### src/design/admlr_pkg.sv
// Shared types, constants and sample conversion for the downmix resampler.
package admlr_pkg;

  localparam int unsigned NUM_CH_PORTS = 8;
  localparam int unsigned Q_W          = 32;
  localparam int unsigned SUM_W        = 35;
  localparam int unsigned RATE_W       = 19;
  localparam int unsigned PHASE_W      = 20;
  localparam int unsigned DVD_W        = 52;
  localparam int unsigned DIV_STEPS    = 52;
  localparam int unsigned CNT_W        = 6;
  localparam int unsigned SCALED_W     = 48;
  localparam int unsigned OUT_W        = 16;
  localparam int unsigned CFG_IDX_W    = 3;
  localparam int unsigned CFG_DATA_W   = 19;

  localparam logic [RATE_W-1:0] RATE_MIN = 19'd8000;
  localparam logic [RATE_W-1:0] RATE_MAX = 19'd384000;

  localparam logic [1:0] FMT_U8  = 2'd0;
  localparam logic [1:0] FMT_S16 = 2'd1;
  localparam logic [1:0] FMT_S32 = 2'd2;
  localparam logic [1:0] FMT_F32 = 2'd3;

  localparam logic [CFG_IDX_W-1:0] REG_SAMPLE_FORMAT = 3'd0;
  localparam logic [CFG_IDX_W-1:0] REG_SRC_CHANNELS  = 3'd1;
  localparam logic [CFG_IDX_W-1:0] REG_DST_CHANNELS  = 3'd2;
  localparam logic [CFG_IDX_W-1:0] REG_SRC_RATE      = 3'd3;
  localparam logic [CFG_IDX_W-1:0] REG_DST_RATE      = 3'd4;

  localparam logic signed [Q_W-1:0] Q_POS_SAT = 32'sh7FFF_FFFF;
  localparam logic signed [Q_W-1:0] Q_NEG_SAT = 32'sh8000_0000;
  localparam logic signed [OUT_W-1:0] OUT_MAX = 16'sh7FFF;
  localparam logic signed [OUT_W-1:0] OUT_MIN = 16'sh8000;
  localparam logic signed [OUT_W-1:0] OUT_SCALE = 16'sd32767;
  localparam logic [SCALED_W-1:0] ROUND_BIAS = 48'h000_0FFF_FFFF;

  typedef struct packed {
    logic load_in;
    logic norm_acc;
    logic mdiv_start;
    logic div_step;
    logic mix;
    logic mul;
    logic interp;
    logic bypass;
    logic scale;
    logic out_load;
    logic finish;
  } admlr_cmd_t;

  typedef struct packed {
    logic rates_eq;
    logic need_div;
    logic ch_last;
    logic p_lt_dr;
    logic out_free;
  } admlr_sts_t;

  function automatic logic signed [Q_W-1:0] to_q(input logic [31:0] raw,
                                                  input logic [1:0]  fmt);
    logic        neg;
    logic [7:0]  ex;
    logic [22:0] man;
    logic [23:0] m;
    logic [31:0] mag;
    logic [2:0]  ls;
    logic [4:0]  rs;
    logic signed [Q_W-1:0] r;
    neg = raw[31];
    ex  = raw[30:23];
    man = raw[22:0];
    m   = {1'b1, man};
    ls  = 3'(ex - 8'd122);
    rs  = 5'(8'd122 - ex);
    mag = '0;
    unique case (fmt)
      FMT_U8:  r = {{3{~raw[7]}}, ~raw[7], raw[6:0], 21'b0};
      FMT_S16: r = {{3{raw[15]}}, raw[15:0], 13'b0};
      FMT_S32: r = {{3{raw[31]}}, raw[31:3]};
      default: begin
        if (ex == 8'd255) begin
          r = (man != '0) ? '0 : (neg ? Q_NEG_SAT : Q_POS_SAT);
        end else if (ex == 8'd0) begin
          r = '0;
        end else if (ex >= 8'd130) begin
          r = neg ? Q_NEG_SAT : Q_POS_SAT;
        end else begin
          if (ex >= 8'd122) begin
            mag = {8'b0, m} << ls;
          end else if (ex <= 8'd98) begin
            mag = '0;
          end else begin
            mag = {8'b0, m >> rs};
          end
          r = neg ? -$signed(mag) : $signed(mag);
        end
      end
    endcase
    return r;
  endfunction

  function automatic logic [RATE_W-1:0] clamp_rate(input logic [RATE_W-1:0] r);
    logic [RATE_W-1:0] c;
    if (r < RATE_MIN) begin
      c = RATE_MIN;
    end else if (r > RATE_MAX) begin
      c = RATE_MAX;
    end else begin
      c = r;
    end
    return c;
  endfunction

  function automatic logic signed [OUT_W-1:0] to_out(input logic signed [SCALED_W-1:0] s);
    logic signed [SCALED_W-1:0] t;
    logic signed [SCALED_W-29:0] v;
    logic signed [OUT_W-1:0] o;
    t = s[SCALED_W-1] ? (s + $signed(ROUND_BIAS)) : s;
    v = t[SCALED_W-1:28];
    if (v > 20'sd32767) begin
      o = OUT_MAX;
    end else if (v < -20'sd32768) begin
      o = OUT_MIN;
    end else begin
      o = v[OUT_W-1:0];
    end
    return o;
  endfunction

endpackage

### src/design/admlr_ctrl.sv
// Sequencing state machine for the downmix resampler.
module admlr_ctrl import admlr_pkg::*; #(
  parameter int unsigned ChIdxW = 3
) (
  input  logic              clk_i,
  input  logic              rst_ni,
  input  logic              in_valid_i,
  output logic              in_stall_o,
  input  admlr_sts_t        sts_i,
  output admlr_cmd_t        cmd_o,
  output logic [ChIdxW-1:0] ch_idx_o
);

  typedef enum logic [11:0] {
    S_IDLE   = 12'b0000_0000_0001,
    S_NORM   = 12'b0000_0000_0010,
    S_MSTART = 12'b0000_0000_0100,
    S_MDIV   = 12'b0000_0000_1000,
    S_MIX    = 12'b0000_0001_0000,
    S_CHECK  = 12'b0000_0010_0000,
    S_MUL    = 12'b0000_0100_0000,
    S_IDIV   = 12'b0000_1000_0000,
    S_INTERP = 12'b0001_0000_0000,
    S_SCALE  = 12'b0010_0000_0000,
    S_EMIT   = 12'b0100_0000_0000,
    S_FIN    = 12'b1000_0000_0000
  } state_e;

  state_e state_q, state_d;
  logic [ChIdxW-1:0] ch_q, ch_d;
  logic [CNT_W-1:0]  cnt_q, cnt_d;
  logic              div_done;

  assign div_done   = (cnt_q == CNT_W'(DIV_STEPS - 1));
  assign in_stall_o = (state_q != S_IDLE);
  assign ch_idx_o   = ch_q;

  always_comb begin
    state_d = state_q;
    ch_d    = ch_q;
    cnt_d   = cnt_q;
    cmd_o   = '0;
    unique case (state_q)
      S_IDLE: begin
        if (in_valid_i) begin
          cmd_o.load_in = 1'b1;
          ch_d          = '0;
          state_d       = S_NORM;
        end
      end
      S_NORM: begin
        cmd_o.norm_acc = 1'b1;
        if (sts_i.ch_last) begin
          state_d = sts_i.need_div ? S_MSTART : S_MIX;
        end else begin
          ch_d = ch_q + 1'b1;
        end
      end
      S_MSTART: begin
        cmd_o.mdiv_start = 1'b1;
        cnt_d            = '0;
        state_d          = S_MDIV;
      end
      S_MDIV: begin
        cmd_o.div_step = 1'b1;
        cnt_d          = cnt_q + 1'b1;
        if (div_done) begin
          state_d = S_MIX;
        end
      end
      S_MIX: begin
        cmd_o.mix = 1'b1;
        state_d   = S_CHECK;
      end
      S_CHECK: begin
        if (sts_i.rates_eq) begin
          cmd_o.bypass = 1'b1;
          state_d      = S_SCALE;
        end else if (sts_i.p_lt_dr) begin
          state_d = S_MUL;
        end else begin
          state_d = S_FIN;
        end
      end
      S_MUL: begin
        cmd_o.mul = 1'b1;
        cnt_d     = '0;
        state_d   = S_IDIV;
      end
      S_IDIV: begin
        cmd_o.div_step = 1'b1;
        cnt_d          = cnt_q + 1'b1;
        if (div_done) begin
          state_d = S_INTERP;
        end
      end
      S_INTERP: begin
        cmd_o.interp = 1'b1;
        state_d      = S_SCALE;
      end
      S_SCALE: begin
        cmd_o.scale = 1'b1;
        state_d     = S_EMIT;
      end
      S_EMIT: begin
        if (sts_i.out_free) begin
          cmd_o.out_load = 1'b1;
          state_d        = sts_i.rates_eq ? S_FIN : S_CHECK;
        end
      end
      S_FIN: begin
        cmd_o.finish = 1'b1;
        state_d      = S_IDLE;
      end
      default: state_d = S_IDLE;
    endcase
  end

  always_ff @(posedge clk_i or negedge rst_ni) begin
    if (!rst_ni) begin
      state_q <= S_IDLE;
      ch_q    <= '0;
      cnt_q   <= '0;
    end else begin
      state_q <= state_d;
      ch_q    <= ch_d;
      cnt_q   <= cnt_d;
    end
  end

  a_load_only_when_free: assert property (@(posedge clk_i) disable iff (!rst_ni)
    cmd_o.out_load |-> sts_i.out_free)
    else $error("output word overwritten");

  a_cnt_in_range: assert property (@(posedge clk_i) disable iff (!rst_ni)
    cnt_q <= CNT_W'(DIV_STEPS))
    else $error("divide step count out of range");

endmodule

### config.mk
export PLATFORM = sky130hd
export DESIGN_NAME = admlr_ctrl
export DESIGN_NICKNAME = d
export VERILOG_FILES = /design/src/design/admlr_pkg.sv /design/src/design/admlr_ctrl.sv
export SDC_FILE = /design/constraint.sdc
export NUM_CORES = 1
export LEC_CHECK = 0
export BUFFER_PORTS_ARGS = -buffer_cell sky130_fd_sc_hd__buf_2
export CORE_MARGIN = 4
export CORE_UTILIZATION = 25
export CTS_CLUSTER_DIAMETER = 40
export DETAILED_ROUTE_END_ITERATION = 16
export PLACE_DENSITY_LB_ADDON = 0.12
export SLEW_MARGIN = 20
export SYNTH_ARGS = -nofsm -noshare
export SYNTH_HDL_FRONTEND = slang
export SYNTH_SLANG_ARGS = --single-unit
### constraint.sdc
create_clock -name clk_i -period 4.6 [get_ports clk_i]
set_input_delay 0.46 -clock clk_i [delete_from_list [all_inputs] [get_ports clk_i]]
set_output_delay 0.46 -clock clk_i [all_outputs]
set_load 0.03 [all_outputs]
# Yosys cells after proc, flatten, opt, wreduce, memory -nomap -nowiden
# Cells that the tools add are included.
[classes]
n_addsub = 2
reduce_logical = 6
eq_ne = 20
n_mux = 28
[ops]
columns = ["op", "count"]
rows = [
  ["case mux 12 bit (11 select lines)", 1],
  ["2-to-1 mux 12 bit", 8],
  ["2-to-1 mux 1 bit", 14],
  ["equality test 12 x 1 -> 1 bit, second input constant", 1],
  ["equality test 12 x 10 -> 1 bit, second input constant", 1],
  ["equality test 12 x 11 -> 1 bit, second input constant", 1],
  ["equality test 12 bit, second input constant", 1],
  ["equality test 12 x 2 -> 1 bit, second input constant", 1],
  ["equality test 12 x 3 -> 1 bit, second input constant", 1],
  ["equality test 12 x 4 -> 1 bit, second input constant", 1],
  ["equality test 12 x 5 -> 1 bit, second input constant", 1],
  ["equality test 12 x 6 -> 1 bit, second input constant", 1],
  ["equality test 12 x 7 -> 1 bit, second input constant", 1],
  ["equality test 12 x 8 -> 1 bit, second input constant", 1],
  ["equality test 12 x 9 -> 1 bit, second input constant", 1],
  ["!= test 12 x 1 -> 1 bit, second input constant", 1],
  ["!= test 2 bit, second input constant", 6],
  ["case mux 6 bit (2 select lines)", 1],
  ["adder 6 x 1 -> 6 bit, second input constant", 1],
  ["equality test 6 bit, second input constant", 1],
  ["2-to-1 mux 3 bit", 2],
  ["case mux 3 bit (2 select lines)", 1],
  ["2-to-1 mux 5 bit", 1],
  ["AND reduction 5 bit", 1],
  ["4 further kinds", 6],
]
[word_totals]
register_bits = 21
word_cells = 59

# Logic depth before layout (Yosys ltp)
[depth]
word_depth = 3
depth_mapped = 7
ltp_nobuf = 5

# Least setup slack after synthesis
# Ideal clock, no wire load.
[synth_timing]
path_type = "register to register"
start = "register state_q[1]"
end = "register cnt_q[5]"
n_path_buf = 2
path_stages_with_launch = 8
slack_ns = 1.965
arrival_time_ns = 2.514
setup_ns = 0.121
path_cell_list = "dfrtp_1 -> buf_6 -> or4_1 -> buf_2 -> nor3_1 -> nor4_2 -> a21o_1 -> a22o_1"
[synth_via]
elab_chain_cells = 3
elab_cells_between_ends = 8
[synth_rtl]
columns = ["item", "line", "source"]
rows = [
  ["from (decl)", "admlr_ctrl.sv:29", "state_e state_q, state_d;"],
  ["from (signal assigned)", "admlr_ctrl.sv:125", "state_q <= state_d;"],
  ["equality test 12 x 8 -> 1 bit, or another cell as far along", "admlr_ctrl.sv:43", "unique case (state_q)"],
  ["OR reduction 2 bit (no line)", "--", ""],
  ["case mux 6 bit (2 select lines) / nonzero test 2 bit (equally long branches)", "--", ""],
  ["to (signal assigned)", "admlr_ctrl.sv:127", "cnt_q <= cnt_d;"],
  ["to (decl)", "admlr_ctrl.sv:31", "logic [CNT_W-1:0] cnt_q, cnt_d;"],
]
# Parallel ways exist; a longest one is shown, timed or not.
# A chain may end at the register's enable or synchronous reset.

==> results.tsv <==
stage	metric	value	unit
outcome	status	completed	
power_and_ir_drop	Sw Share	40.9	%
drt	wire per inst	14.4	um
place	pre-CTS setup slack	2.16	ns
power_and_ir_drop	Tot Pwr	596	uW
yosys	asr flop ratio synth	100	%
cts	CTS tree	built	
timing	post-route setup slack	1.87	ns
global_routing	total grt overflow	0	
cts	clock sink total	21	
hold_path	hold crit path type	in2async	
setup_path	CP endpoint kind	primary output	
timing	relative slew slack	54.2	%
power_and_ir_drop	Seq pwr share	39.9	%
place	Port Buffer Count	22	
drt	drt total wl	3250	um
yosys	Syn Std Cell Area	1290	um^2
drt	Vias/cell	5.08	
power_and_ir_drop	Gate power share	39.0	%
yosys	Top FF cell, synth	dfrtp_1	
cts	CTS max path bufs	2	
drt	initial detailed-routing violation count	127	
cts	CTS clk-pin slew, worst paths	0.08	ns
global_routing	vias in the first global route	1096	
cts	htree depth	1	
setup_path	Required @ worst endpoint	4.14	ns
power_and_ir_drop	power per cell area	395	nW/um^2
place	post-DP HPWL	2490	um
yosys	Post-synth EDFFs	0	
timing	Hold WS	0.145	ns
drt	antenna-violating nets left	0	
floorplanning	# rows	25	
global_routing	largest net degree at the start of global routing	22	
cts	post-CTS sizing	0	
finish	cell area after layout	1510	um^2
timing	TNS Setup	0	ns
yosys	Post-Syn Nets	146	
power_and_ir_drop	Net Switching	244	uW
power_and_ir_drop	clock share of power	21.0	%
cts	CTS Root Cell	clkbuf_8	
floorplanning	Die X	80.0	um
cts	Post-CTS Setup Inserts	0	
yosys	mean area per synthesized cell	9.52	um^2
yosys	synthesized instance count	136	
timing	Final setup viols	0	
job	max-cap check violation count	0	
setup_path	worst reg-to-reg path cell count	5	
setup_path	R2R setup slack	2.20	ns
finish	# diodes	0	
setup_path	critical path class	reg2out	
setup_path	startpoint types	register	
setup_path	Critical-path top delay cell	nor4_2	
global_routing	initial antenna violation count	0	
timing	Worst Tran Pin Value	0.681	ns
floorplanning	core area	4880	um^2
power_and_ir_drop	leakage power total	0.000755	uW
cts	hold buffer count at CTS	0	
setup_path	crit-path max cell delay	0.67	ns
global_routing	first-pass GRT wire length	5520	um
yosys	post-synthesis sequential area ratio	40.7	%
drt	vias post-DR	1148	
floorplanning	Die ar.	6400	um^2
setup_path	CP max FO	9	
setup_path	cells along the critical path	nor4_2 > nand4_1 > nor2_1 > buf_2	
timing	min Tclk post-route	2.73	ns
timing	RSZ-0062 raised after global routing	no	
cts	cts bufs inserted	3	
place	Placed Instance Area	1470	um^2
timing	crit share post-route	59.4	%
drt	DRC	0	
global_routing	total track usage	11.1	%
yosys	register bit total from synthesis	21	
yosys	yosys warns	0	
setup_path	critical path capture point	cmd_o[10]	
floorplanning	Starting Density	26.5	%
power_and_ir_drop	VDD IR max	0.000133	V
floorplanning	Top Ports	23	
finish	area delta synth->final	16.6	%
place	Placer Congestion	0.767	
timing	Final Max Slew Viols	0	
setup_path	first element of the critical path	state_q[9]	
setup_path	R2R Path Start	state_q[0]	
power_and_ir_drop	Int Power	353	uW
drt	drt first pass iters	4	
finish	final net count	170	
finish	fraction of layout cells with a size suffix above 1	25.8	%
floorplanning	Die Y	80.0	um
setup_path	Worst Path Arrival	2.27	ns
yosys	Distinct cells, synth	49	
setup_path	r2r endpoint	state_q[0]	
cts	clock latency on the worst-skew pair	0.26	ns
timing	Post-Route Skew	0.00952	ns
timing	fmax	366	MHz
timing	Final Hold Fails	0	
## synth_stat cells, drive strengths merged, types with 6 or more instances
master / number / area [um^2]
nand3: 7 / 35.0
nor3: 7 / 35.0
dfrtp: 20 / 500
o21ai: 8 / 40.0
nand2: 7 / 26.3
nor2: 12 / 45.0
a21oi: 6 / 33.8
inv: 6 / 22.5
nor4: 6 / 71.3
## cells by family (layout without fill, tap and decap cells)
group / after synthesis / in the layout / synth area share, %
AO/OA/AOI/OAI: 31 / 31 / 16.9
XOR/XNOR: 3 / 3 / 2.03
adder cells (fa/ha/maj): 2 / 2 / 1.93
buffers and inverters: 9 / 32 / 3.57
flip-flops: 21 / 21 / 40.7
multiplexers: 1 / 1 / 0.870
AND/OR/NAND/NOR: 69 / 69 / 34.0
## through the flow
step | instances | util, %
2_1_floorplan | 136 | -
3_3_place_gp | 222 | 30.0
3_5_place_dp | 222 | 30.0
4_1_cts | 226 | 30.9
5_1_grt | 226 | 30.9
6_report | 226 | 30.9
## placed cells by master, fill, tap and decap left out, types with 2 or more instances in the layout
master and count:
a21o_1 3, inv_1 6, nand2_1 7, nor3b_1 2
nor4b_1 2, and3b_1 2, nor3_1 7, nand3_1 7
and2_1 3, or4b_2 2, nand4_1 3, nor2_1 12
ha_1 2, a22o_1 3, a21oi_1 5, nor4_2 3
and3_1 4, nor4_1 2, clkbuf_8 3, o21ai_0 7
dfrtp_1 20, buf_2 22, or4_1 4, xor2_1 2
and4b_1 2
## flip-flops by register name (all words and copies together) (netlist names)
register and count:
state_q 12, cnt_q 6, ch_idx_o 3
## worst max-delay path: cells and delay by family (launching register included)
kind | cells | cell delay, ns
buf+inv | 1 | 0.23
flops | 1 | 0.46
simple gates | 3 | 1.31
## per-layer routing
layer  global-route usage [%]  vias to the layer above  share of wire [%]
met2                     17.1                       22                 47
met1                     14.3                      561                 47
met4                     4.39                        0                1.7
li1                         -                      559                  -
met3                     3.27                        6                4.7
met5                        0                        -                  0
## power by group through the flow
| stage | Combinational (uW) | Sequential (uW) | Clock (uW) |
|---|---|---|---|
| 2_1_floorplan | 177 | 244 | 0 |
| 3_3_place_gp | 235 | 239 | 0 |
| 3_5_place_dp | 234 | 242 | 0 |
| 4_1_cts | 236 | 238 | 129 |
| 5_1_grt | 259 | 243 | 140 |
| 6_report | 233 | 238 | 125 |
## final cells by class
| cell class | count | area, um^2 |
|---|---|---|
| clock buffer | 4 | 45.0 |
| fill | 526 | 3370 |
| inverter | 6 | 22.5 |
| multi-input combinational | 106 | 722 |
| sequential | 21 | 527 |
| tap | 67 | 83.8 |
| timing repair buffer | 22 | 110 |
## worst min-delay path by stage
stage                     slack [ns]     endpoint  cells after the start    from
after detailed placement        0.46   state_q[9]                      1  rst_ni
after global routing            0.19   state_q[9]                      1  rst_ni
after global placement          0.46   state_q[9]                      1  rst_ni
after CTS                       0.17   state_q[9]                      1  rst_ni
after floorplan                 0.16  ch_idx_o[0]                      0  rst_ni
final                           0.14   state_q[9]                      1  rst_ni
Note: power is estimated with default switching activity, not from simulation.
